$ cat src/sv/bdds_pkg.sv
// shared types and constants for the delay-difference biomass step
`default_nettype none
package bdds_pkg;

    // register map indexes
    typedef enum logic [2:0] {
        REG_QT   = 3'd0,
        REG_QN   = 3'd1,
        REG_M    = 3'd2,
        REG_RHO  = 3'd3,
        REG_WK   = 3'd4,
        REG_WK1  = 3'd5,
        REG_B0   = 3'd6,
        REG_B1   = 3'd7
    } reg_idx_t;

    // configuration register set
    typedef struct packed {
        logic [23:0] qt;
        logic [23:0] qn;
        logic [23:0] m;
        logic [15:0] rho;
        logic [15:0] wk;
        logic [15:0] wk1;
        logic [31:0] b0;
        logic [31:0] b1;
    } cfg_t;

    // run phase of the recurrence
    typedef enum logic [1:0] {
        PH_FIRST  = 2'd0,
        PH_SECOND = 2'd1,
        PH_LATER  = 2'd2
    } phase_t;

    // controller states, one per datapath operation
    typedef enum logic [3:0] {
        ST_IDLE,
        ST_MQT,
        ST_MQN,
        ST_MRS,
        ST_LKP,
        ST_MRC,
        ST_MRD,
        ST_MB1,
        ST_MWR,
        ST_MCB,
        ST_MDR,
        ST_SUB,
        ST_DONE
    } state_t;

    // datapath operations
    typedef enum logic [3:0] {
        OP_IDLE,
        OP_MUL_QT,
        OP_MUL_QN,
        OP_MUL_RHO,
        OP_LOOKUP,
        OP_MUL_RC,
        OP_MUL_RD,
        OP_MUL_B1,
        OP_MUL_WK,
        OP_MUL_B2,
        OP_MUL_R1,
        OP_SUB,
        OP_COMMIT
    } op_t;

    typedef struct packed {
        op_t  op;
    } cmd_t;

    typedef struct packed {
        logic out_free;
    } status_t;

endpackage
`default_nettype wire

$ cat src/sv/bdds_cfg.sv
// apb configuration registers
`default_nettype none
module bdds_cfg (
    input  wire logic              aclk,
    input  wire logic              aresetn,
    input  wire logic              psel,
    input  wire logic              penable,
    input  wire logic              pwrite,
    input  wire logic [4:0]        paddr,
    input  wire logic [31:0]       pwdata,
    output logic      [31:0]       prdata,
    output logic                   pready,
    output bdds_pkg::cfg_t         cfg
);
    bdds_pkg::cfg_t   cfg_reg;
    bdds_pkg::cfg_t   cfg_next;
    bdds_pkg::reg_idx_t idx;

    assign idx    = bdds_pkg::reg_idx_t'(paddr[4:2]);
    assign pready = 1'b1;
    assign cfg    = cfg_reg;

    // register write
    always_comb begin
        cfg_next = cfg_reg;
        if (psel && penable && pwrite) begin
            case (idx)
                bdds_pkg::REG_QT:  cfg_next.qt  = pwdata[23:0];
                bdds_pkg::REG_QN:  cfg_next.qn  = pwdata[23:0];
                bdds_pkg::REG_M:   cfg_next.m   = pwdata[23:0];
                bdds_pkg::REG_RHO: cfg_next.rho = pwdata[15:0];
                bdds_pkg::REG_WK:  cfg_next.wk  = pwdata[15:0];
                bdds_pkg::REG_WK1: cfg_next.wk1 = pwdata[15:0];
                bdds_pkg::REG_B0:  cfg_next.b0  = pwdata;
                bdds_pkg::REG_B1:  cfg_next.b1  = pwdata;
                default: cfg_next = cfg_reg;
            endcase
        end
    end

    always_ff @(posedge aclk) begin
        if (!aresetn) begin
            cfg_reg <= '0;
        end else begin
            cfg_reg <= cfg_next;
        end
    end

    // register read
    always_comb begin
        case (idx)
            bdds_pkg::REG_QT:  prdata = {8'd0, cfg_reg.qt};
            bdds_pkg::REG_QN:  prdata = {8'd0, cfg_reg.qn};
            bdds_pkg::REG_M:   prdata = {8'd0, cfg_reg.m};
            bdds_pkg::REG_RHO: prdata = {16'd0, cfg_reg.rho};
            bdds_pkg::REG_WK:  prdata = {16'd0, cfg_reg.wk};
            bdds_pkg::REG_WK1: prdata = {16'd0, cfg_reg.wk1};
            bdds_pkg::REG_B0:  prdata = cfg_reg.b0;
            bdds_pkg::REG_B1:  prdata = cfg_reg.b1;
            default:           prdata = 32'd0;
        endcase
    end
endmodule
`default_nettype wire

$ cat src/sv/bdds_ctrl.sv
// controller state machine sequencing the shared multiplier
`default_nettype none
module bdds_ctrl (
    input  wire logic              aclk,
    input  wire logic              aresetn,
    input  wire logic              s_tvalid,
    input  bdds_pkg::status_t      status,
    output bdds_pkg::cmd_t         cmd,
    output logic                   s_tready
);
    bdds_pkg::state_t state_reg;
    bdds_pkg::state_t state_next;

    // next state
    always_comb begin
        state_next = state_reg;
        case (state_reg)
            bdds_pkg::ST_IDLE: if (s_tvalid) state_next = bdds_pkg::ST_MQT;
            bdds_pkg::ST_MQT:  state_next = bdds_pkg::ST_MQN;
            bdds_pkg::ST_MQN:  state_next = bdds_pkg::ST_MRS;
            bdds_pkg::ST_MRS:  state_next = bdds_pkg::ST_LKP;
            bdds_pkg::ST_LKP:  state_next = bdds_pkg::ST_MRC;
            bdds_pkg::ST_MRC:  state_next = bdds_pkg::ST_MRD;
            bdds_pkg::ST_MRD:  state_next = bdds_pkg::ST_MB1;
            bdds_pkg::ST_MB1:  state_next = bdds_pkg::ST_MWR;
            bdds_pkg::ST_MWR:  state_next = bdds_pkg::ST_MCB;
            bdds_pkg::ST_MCB:  state_next = bdds_pkg::ST_MDR;
            bdds_pkg::ST_MDR:  state_next = bdds_pkg::ST_SUB;
            bdds_pkg::ST_SUB:  state_next = bdds_pkg::ST_DONE;
            bdds_pkg::ST_DONE: if (status.out_free) state_next = bdds_pkg::ST_IDLE;
            default:           state_next = bdds_pkg::ST_IDLE;
        endcase
    end

    always_ff @(posedge aclk) begin
        if (!aresetn) begin
            state_reg <= bdds_pkg::ST_IDLE;
        end else begin
            state_reg <= state_next;
        end
    end

    // command outputs
    always_comb begin
        s_tready = 1'b0;
        case (state_reg)
            bdds_pkg::ST_IDLE: begin
                cmd.op   = bdds_pkg::OP_IDLE;
                s_tready = 1'b1;
            end
            bdds_pkg::ST_MQT:  cmd.op = bdds_pkg::OP_MUL_QT;
            bdds_pkg::ST_MQN:  cmd.op = bdds_pkg::OP_MUL_QN;
            bdds_pkg::ST_MRS:  cmd.op = bdds_pkg::OP_MUL_RHO;
            bdds_pkg::ST_LKP:  cmd.op = bdds_pkg::OP_LOOKUP;
            bdds_pkg::ST_MRC:  cmd.op = bdds_pkg::OP_MUL_RC;
            bdds_pkg::ST_MRD:  cmd.op = bdds_pkg::OP_MUL_RD;
            bdds_pkg::ST_MB1:  cmd.op = bdds_pkg::OP_MUL_B1;
            bdds_pkg::ST_MWR:  cmd.op = bdds_pkg::OP_MUL_WK;
            bdds_pkg::ST_MCB:  cmd.op = bdds_pkg::OP_MUL_B2;
            bdds_pkg::ST_MDR:  cmd.op = bdds_pkg::OP_MUL_R1;
            bdds_pkg::ST_SUB:  cmd.op = bdds_pkg::OP_SUB;
            bdds_pkg::ST_DONE: cmd.op = bdds_pkg::OP_COMMIT;
            default:           cmd.op = bdds_pkg::OP_IDLE;
        endcase
    end
endmodule
`default_nettype wire

$ cat src/sv/bdds_dp.sv
// datapath: shared multiplier, accumulator, exponential table and step state
`default_nettype none
module bdds_dp #(
    parameter int EXP_TABLE_DEPTH = 256
) (
    input  wire logic              aclk,
    input  wire logic              aresetn,
    input  bdds_pkg::cfg_t         cfg,
    input  bdds_pkg::cmd_t         cmd,
    output bdds_pkg::status_t      status,
    input  wire logic              in_load,
    input  wire logic              in_start,
    input  wire logic [15:0]       in_et,
    input  wire logic [15:0]       in_en,
    input  wire logic [31:0]       in_rec,
    output logic      [31:0]       out_biomass,
    output logic                   out_low,
    output logic                   out_high,
    output logic                   out_valid,
    input  wire logic              out_ready
);
    localparam int LG = $clog2(EXP_TABLE_DEPTH);

    // exp(-16*i/depth) in Q2.14
    function automatic logic [EXP_TABLE_DEPTH*16-1:0] build_rom();
        logic [63:0] term;
        logic [63:0] sum;
        logic [63:0] base;
        logic [63:0] cur;
        logic [EXP_TABLE_DEPTH*16-1:0] rom;
        term = 64'd1 << 58;
        sum  = term;
        for (int n = 1; n <= 40; n++) begin
            term = ((term << 4) >> LG) / 64'(n);
            if (n[0]) sum = sum - term;
            else      sum = sum + term;
        end
        base = (sum + (64'd1 << 27)) >> 28;
        cur  = 64'd1 << 30;
        for (int i = 0; i < EXP_TABLE_DEPTH; i++) begin
            rom[i*16 +: 16] = 16'((cur + (64'd1 << 15)) >> 16);
            cur = (cur * base + (64'd1 << 29)) >> 30;
        end
        return rom;
    endfunction

    localparam logic [EXP_TABLE_DEPTH*16-1:0] EXP_ROM = build_rom();

    // latched item
    logic              start_reg;
    logic [15:0]       et_reg;
    logic [15:0]       en_reg;
    logic [31:0]       rec_reg;

    // working registers
    logic [51:0]        prod_reg;
    logic [51:0]        prod_next;
    logic signed [53:0] acc_reg;
    logic signed [53:0] acc_next;
    logic [17:0]        r_reg;
    logic [19:0]        c_reg;
    logic [19:0]        d_reg;
    logic [15:0]        snew_reg;

    // recurrence state
    logic [15:0]       s1_reg;
    logic [15:0]       s2_reg;
    logic [31:0]       b1_reg;
    logic [31:0]       b2_reg;
    logic [31:0]       r1_reg;
    bdds_pkg::phase_t  phase_reg;

    // output register
    logic              ovalid_reg;
    logic [31:0]       obio_reg;
    logic              olow_reg;
    logic              ohigh_reg;

    logic [31:0]       mul_a;
    logic [19:0]       mul_b;
    logic [51:0]       rnd_prod;
    logic [LG-1:0]     tbl_idx;
    logic              x_over;
    logic [39:0]       acc_rnd;
    logic              commit;
    bdds_pkg::phase_t  phase_eff;
    logic [31:0]       res_b;
    logic              res_low;
    logic              res_high;

    assign status.out_free = !ovalid_reg || out_ready;
    assign commit          = (cmd.op == bdds_pkg::OP_COMMIT) && status.out_free;

    // multiplier operand select
    always_comb begin
        case (cmd.op)
            bdds_pkg::OP_MUL_QT:  begin mul_a = {8'd0, cfg.qt};  mul_b = {4'd0, et_reg};    end
            bdds_pkg::OP_MUL_QN:  begin mul_a = {8'd0, cfg.qn};  mul_b = {4'd0, en_reg};    end
            bdds_pkg::OP_MUL_RHO: begin mul_a = {16'd0, cfg.rho}; mul_b = {4'd0, s1_reg};   end
            bdds_pkg::OP_MUL_RC:  begin mul_a = {14'd0, r_reg};  mul_b = {4'd0, s2_reg};    end
            bdds_pkg::OP_MUL_RD:  begin mul_a = {14'd0, r_reg};  mul_b = {4'd0, cfg.wk1};   end
            bdds_pkg::OP_MUL_B1:  begin
                mul_a = b1_reg;
                mul_b = 20'({4'd0, s1_reg} + {2'd0, r_reg});
            end
            bdds_pkg::OP_MUL_WK:  begin mul_a = rec_reg; mul_b = {4'd0, cfg.wk}; end
            bdds_pkg::OP_MUL_B2:  begin mul_a = b2_reg;  mul_b = c_reg;          end
            bdds_pkg::OP_MUL_R1:  begin mul_a = r1_reg;  mul_b = d_reg;          end
            default:              begin mul_a = '0;      mul_b = '0;             end
        endcase
    end

    assign prod_next = 52'(mul_a) * 52'(mul_b);
    assign rnd_prod  = (prod_reg + 52'd8192) >> 14;

    // table index from the total mortality rate
    assign tbl_idx = acc_reg[27 -: LG];
    assign x_over  = |acc_reg[53:28];

    // accumulator
    always_comb begin
        case (cmd.op)
            bdds_pkg::OP_MUL_QN:  acc_next = $signed({30'd0, cfg.m}) + $signed({2'd0, prod_reg});
            bdds_pkg::OP_MUL_RHO: acc_next = acc_reg + $signed({2'd0, prod_reg});
            bdds_pkg::OP_MUL_WK:  acc_next = $signed({2'd0, prod_reg});
            bdds_pkg::OP_MUL_B2:  acc_next = acc_reg + $signed({2'd0, prod_reg});
            bdds_pkg::OP_MUL_R1:  acc_next = acc_reg - $signed({2'd0, prod_reg});
            bdds_pkg::OP_SUB:     acc_next = acc_reg - $signed({2'd0, prod_reg});
            default:              acc_next = acc_reg;
        endcase
    end

    // final rounding, clamp and saturation, or the configured initial biomass in the first two phases
    assign acc_rnd   = 40'((acc_reg + 54'sd8192) >>> 14);
    assign phase_eff = start_reg ? bdds_pkg::PH_FIRST : phase_reg;
    always_comb begin
        res_low  = 1'b0;
        res_high = 1'b0;
        case (phase_eff)
            bdds_pkg::PH_FIRST:  res_b = cfg.b0;
            bdds_pkg::PH_SECOND: res_b = cfg.b1;
            default: begin
                if (acc_reg[53]) begin
                    res_b   = 32'd0;
                    res_low = 1'b1;
                end else if (|acc_rnd[39:32]) begin
                    res_b    = 32'hFFFF_FFFF;
                    res_high = 1'b1;
                end else begin
                    res_b = acc_rnd[31:0];
                end
            end
        endcase
    end

    // payload, working and output data registers
    always_ff @(posedge aclk) begin
        if (in_load) begin
            start_reg <= in_start;
            et_reg    <= in_et;
            en_reg    <= in_en;
            rec_reg   <= in_rec;
        end
        prod_reg <= prod_next;
        acc_reg  <= acc_next;
        if (cmd.op == bdds_pkg::OP_LOOKUP) begin
            snew_reg <= x_over ? 16'd0 : EXP_ROM[{tbl_idx, 4'd0} +: 16];
            r_reg    <= rnd_prod[17:0];
        end
        if (cmd.op == bdds_pkg::OP_MUL_RD) c_reg <= rnd_prod[19:0];
        if (cmd.op == bdds_pkg::OP_MUL_B1) d_reg <= rnd_prod[19:0];
        if (commit) begin
            obio_reg  <= res_b;
            olow_reg  <= res_low;
            ohigh_reg <= res_high;
        end
    end

    // recurrence state and output valid
    always_ff @(posedge aclk) begin
        if (!aresetn) begin
            s1_reg     <= '0;
            s2_reg     <= '0;
            b1_reg     <= '0;
            b2_reg     <= '0;
            r1_reg     <= '0;
            phase_reg  <= bdds_pkg::PH_FIRST;
            ovalid_reg <= 1'b0;
        end else begin
            if (commit) begin
                s2_reg <= s1_reg;
                s1_reg <= snew_reg;
                b2_reg <= b1_reg;
                b1_reg <= res_b;
                r1_reg <= rec_reg;
                case (phase_eff)
                    bdds_pkg::PH_FIRST:  phase_reg <= bdds_pkg::PH_SECOND;
                    default:             phase_reg <= bdds_pkg::PH_LATER;
                endcase
                ovalid_reg <= 1'b1;
            end else if (out_ready) begin
                ovalid_reg <= 1'b0;
            end
        end
    end

    assign out_valid   = ovalid_reg;
    assign out_biomass = obio_reg;
    assign out_low     = olow_reg;
    assign out_high    = ohigh_reg;
endmodule
`default_nettype wire

$ cat src/sv/biomass_delay_difference_step.sv
// Delay-difference biomass step, one model time step per input request.
// Input stream: s_tdata carries targeted effort, non-targeted effort and the
// step's recruitment (Q24.8); s_tuser flags the first step of a new run.
// Output stream: m_tdata is the step's biomass (Q24.8), m_tuser holds the
// clamped-to-zero and saturated flags. Parameters are written over APB.
// A request is taken only while the controller is idle, so the next one waits
// until this one is committed; one shared 32x20 multiplier does the nine
// products of a step in sequence, plus one table lookup.
// Steps 0 and 1 of a run return the configured initial biomasses; later
// steps apply the second-order recurrence with rounding, clamp and saturate.
// Reset clears config registers, recurrence state and the run phase; the first
// request after reset is treated as step 0. The exponential table is constant.
// A finished result sits in an output register; if the receiver stalls, the
// next request is accepted and computed, then held before its commit until
// the previous result has been taken.
`default_nettype none
module biomass_delay_difference_step #(
    parameter int EXP_TABLE_DEPTH = 256
) (
    input  wire logic        aclk,
    input  wire logic        aresetn,
    // [15:0] targeted_effort, [31:16] nontargeted_effort, [63:32] recruitment
    input  wire logic [63:0] s_tdata,
    // [0] run_start
    input  wire logic        s_tuser,
    input  wire logic        s_tvalid,
    output logic             s_tready,
    // [31:0] biomass
    output logic      [31:0] m_tdata,
    // [0] clamped_low, [1] saturated_high
    output logic      [1:0]  m_tuser,
    output logic             m_tvalid,
    input  wire logic        m_tready,
    input  wire logic        psel,
    input  wire logic        penable,
    input  wire logic        pwrite,
    input  wire logic [4:0]  paddr,
    input  wire logic [31:0] pwdata,
    output logic      [31:0] prdata,
    output logic             pready
);
    bdds_pkg::cfg_t    cfg;
    bdds_pkg::cmd_t    cmd;
    bdds_pkg::status_t status;
    logic              low;
    logic              high;

    bdds_cfg u_cfg (
        .aclk    (aclk),
        .aresetn (aresetn),
        .psel    (psel),
        .penable (penable),
        .pwrite  (pwrite),
        .paddr   (paddr),
        .pwdata  (pwdata),
        .prdata  (prdata),
        .pready  (pready),
        .cfg     (cfg)
    );

    bdds_ctrl u_ctrl (
        .aclk     (aclk),
        .aresetn  (aresetn),
        .s_tvalid (s_tvalid),
        .status   (status),
        .cmd      (cmd),
        .s_tready (s_tready)
    );

    bdds_dp #(
        .EXP_TABLE_DEPTH (EXP_TABLE_DEPTH)
    ) u_dp (
        .aclk        (aclk),
        .aresetn     (aresetn),
        .cfg         (cfg),
        .cmd         (cmd),
        .status      (status),
        .in_load     (s_tvalid && s_tready),
        .in_start    (s_tuser),
        .in_et       (s_tdata[15:0]),
        .in_en       (s_tdata[31:16]),
        .in_rec      (s_tdata[63:32]),
        .out_biomass (m_tdata),
        .out_low     (low),
        .out_high    (high),
        .out_valid   (m_tvalid),
        .out_ready   (m_tready)
    );

    assign m_tuser = {high, low};
endmodule
`default_nettype wire

$ cat config.mk
export PLATFORM = sky130hd
export DESIGN_NAME = biomass_delay_difference_step
export DESIGN_NICKNAME = d
export VERILOG_FILES = /design/src/sv/bdds_pkg.sv /design/src/sv/bdds_cfg.sv /design/src/sv/bdds_ctrl.sv /design/src/sv/bdds_dp.sv /design/src/sv/biomass_delay_difference_step.sv
export SDC_FILE = /design/constraint.sdc
export NUM_CORES = 2
export LEC_CHECK = 0
export ABC_AREA = 1
export BUFFER_PORTS_ARGS = -buffer_cell sky130_fd_sc_hd__buf_2
export CAP_MARGIN = 20
export CORE_MARGIN = 4
export CORE_UTILIZATION = 40
export CTS_CLUSTER_DIAMETER = 30
export CTS_CLUSTER_SIZE = 24
export DETAILED_ROUTE_END_ITERATION = 8
export PLACE_DENSITY = 0.54
export SLEW_MARGIN = 20
export SYNTH_ARGS = -nofsm -noshare
export SYNTH_HDL_FRONTEND = slang
export SYNTH_HIERARCHICAL = 1
export SYNTH_SLANG_ARGS = --single-unit
$ cat constraint.sdc
create_clock -name aclk -period 14.62 [get_ports aclk]
set_clock_uncertainty 0.1 [all_clocks]
set_input_delay 2.924 -clock aclk [delete_from_list [all_inputs] [get_ports aclk]]
set_output_delay 2.924 -clock aclk [all_outputs]
set_load 0.05 [all_outputs]
==> results.txt <==
Final cell count without fillers = 10200
Via/cell ratio = 5.67
Drt first pass iters = 6
Die height = 390 µm
Final setup fails = 0
Multi-input gate area = 37600 µm²
Setup WS pre-CTS = 3.80 ns
Crit end category = flop
Number of flops mapped to enable cells by yosys = 226
CP startpoint = u_ctrl/state_reg[0]
#FFs+latches synth = 595
Top cells by area, synth = fa_1 19%, dfxtp_1 13%, edfxtp_1 12%
Num rows = 139
Yosys top cell by area = fa_1
Initial antenna violation count = 15
RSZ-0062 raised after global routing = no
Reg clk slew, reported paths = 0.05 ns
Grt ovf = 0
TNS Setup = 0 ns
Most common cell after layout, fill and taps aside = nand2_1
CTS H-Tree Depth = 4
Clk buf depth = 3
Syn avg cell area = 7.25 µm²
Residual DRC = 0
Vias after detailed routing = 57600
Peak supply drop = 0.000124 V
Worst-path maximum fanout = 20
Fillers = 14800
Cts bufs inserted = 154
Crit path max-delay family = adder cells
Status = completed
Reg-to-Reg Start = u_ctrl/state_reg[0]
WL/cell = 26.0 µm
Max FFs per register = 184
Iteration-0 DRC Markers = 6760
Syn Nets = 8965
CTS Sinks = 595
Most frequent cells in the layout = 1677 x nand2_1, 1261 x inv_1, 1022 x nor2_1
Initial Utilization = 40.4%
Vias in the first global route = 55400
Distinct cells, synth = 68
Main combinational cell family by area after synthesis = simple AND/OR/NAND/NOR gates
Slew @ Worst Pin = 1.22 ns
Hold Startpoint = u_dp/s2_reg[5]
Synth Area in Adders = 24.3%
I/O pin count = 178
Final wirelength = 264000 µm
IO buf count = 174
Post-DP Area = 60700 µm²
LEAKAGE = 30.6 nW
Max_cap viols = 0
Overall routing resource usage = 34.0%
Global-route wire length before repair = 379000 µm
Cell area after synthesis = 58300 µm²
# hold bufs at CTS = 0
# placed instances = 9864
Relative slew slack = 18.7%
Largest net degree at the start of global routing = 111
Nets = 9037
CP peak stage delay = 0.66 ns
Root buffer cell = clkbuf_16
CTS resizes = 0
Async set or reset register ratio after synthesis = 0%
FMAX = 89.7 MHz
Bufs and invs on worst path = 12
Post-route ant nets = 0
Reg area = 14200 µm²
XOR/XNOR share of the synthesized area = 2.28%
Post-synth top area share = 18.5%
Post-CTS setup buffer count = 0
Post-synthesis cell count = 8045
Routability cong. = 1.02
Worst path required time = 15.18 ns
Fin area = 66300 µm²
Clk_lat worst skew = 0.78 ns
Slew Viols, Final = 0
Die W = 390 µm
Yosys warning count = 6
Critical Path Start Type = flop
Worst setup margin = 3.47 ns
Core region area = 144000 µm²
Post-synthesis mux area share = 0%
Hpwl dp = 203000 µm
CTS tree = yes
Fin crit share = 76.3%
Critical Path AT = 11.71 ns
Hold Fails Final Rpt = 0
P&R area growth vs syn = 13.7%
Final min period = 11.15 ns
Share of cells above drive strength 1 = 7.75%
Hold/Removal Path Class = reg2reg
DIE AREA = 152000 µm²
Sequential area share after synthesis = 24.3%
Synth Area in Compound Gates = 12.0%
Worst Path Class, Setup = reg2reg
Synth Flop Type = dfxtp_1
FF-to-FF setup slack = 3.47 ns
CP max stage cell = inv_2
Power per cell area = 121 nW/µm²
Post-Synth Simple-Gate Area = 25.8%
==> logic make-up after synthesis <==
group | count (synthesis)
adders and majority gates | 811
DFF | 595
AOI/OAI and AO/OA | 1252
buffers and inverters | 1671
other | 1
and+or+nand+nor | 3563
xor gates and xnor gates | 152
==> power by group <==
| part | internal (mW) | switching [mW] | leakage (nW) |
|---|---|---|---|
| Combinational | 0.687 | 1.89 | 22.8 |
| Sequential | 1.79 | 0.0814 | 5.13 |
| Clock | 2.44 | 1.15 | 2.66 |
| Total | 4.92 | 3.12 | 30.6 |
==> synth_stat cells (all sizes together) (19+ instances only) <==
master	instances
a211oi	23
a21o	24
a21oi	440
a221oi	25
a22o	19
a31oi	26
and2	26
buf	190
clkbuf	154
dfxtp	369
edfxtp	226
fa	539
ha	272
inv	1321
nand2	1691
nand3	356
nand4	148
nor2	1038
nor3	232
nor4	34
o211ai	33
o21ai	562
o21bai	19
xnor2	27
xor2	125
==> worst register-to-register path: cells and delay by family, from the launching register on <==
kind	cells	cell delay [ns]
adder cells (fa/ha/maj)	8	4.05
AND/OR/NAND/NOR	14	3.36
buffers and inverters	12	2.29
AO/OA/AOI/OAI	3	0.74
flip-flops	1	0.35
XOR/XNOR	1	0.15
==> final cells by class <==
| class | count | area share (%) |
|---|---|---|
| multi-input combinational | 5779 | 56.7 |
| sequential | 595 | 21.4 |
| inverter | 1327 | 7.52 |
| clock buffer | 204 | 6.55 |
| tap | 1903 | 3.59 |
| timing repair buffer | 260 | 2.33 |
| clock inverter | 83 | 1.89 |
| antenna | 4 | 0.0151 |
==> metrics by stage <==
stage / util, % / power [mW] / hold WS (ns)
2_1_floorplan: - / 3.43 / 0.325
3_3_place_gp: 42.1 / 4.39 / 0.335
3_5_place_dp: 42.1 / 4.38 / 0.339
4_1_cts: 46.0 / 7.98 / 0.346
5_1_grt: 46.0 / 8.36 / 0.365
6_report: 46.0 / 8.04 / 0.350
==> path summary, 6_finish.rpt <==
kind                             to  cells after the start
setup / recovery  u_dp/prod_reg[42]                     38
setup reg to reg  u_dp/prod_reg[42]                     38
hold / removal       u_dp/s2_reg[5]                      2
hold reg to reg      u_dp/s2_reg[5]                      2
==> metal layers <==
metal  up-vias  track usage, %  share of wire, %
li1      25900               -                 -
met1     28200            45.2                41
met5         -               0            0.0030
met4         2            18.7               6.4
met3       567            8.05               9.8
met2      2959            50.9                43
(Power assumes the default switching activity.)
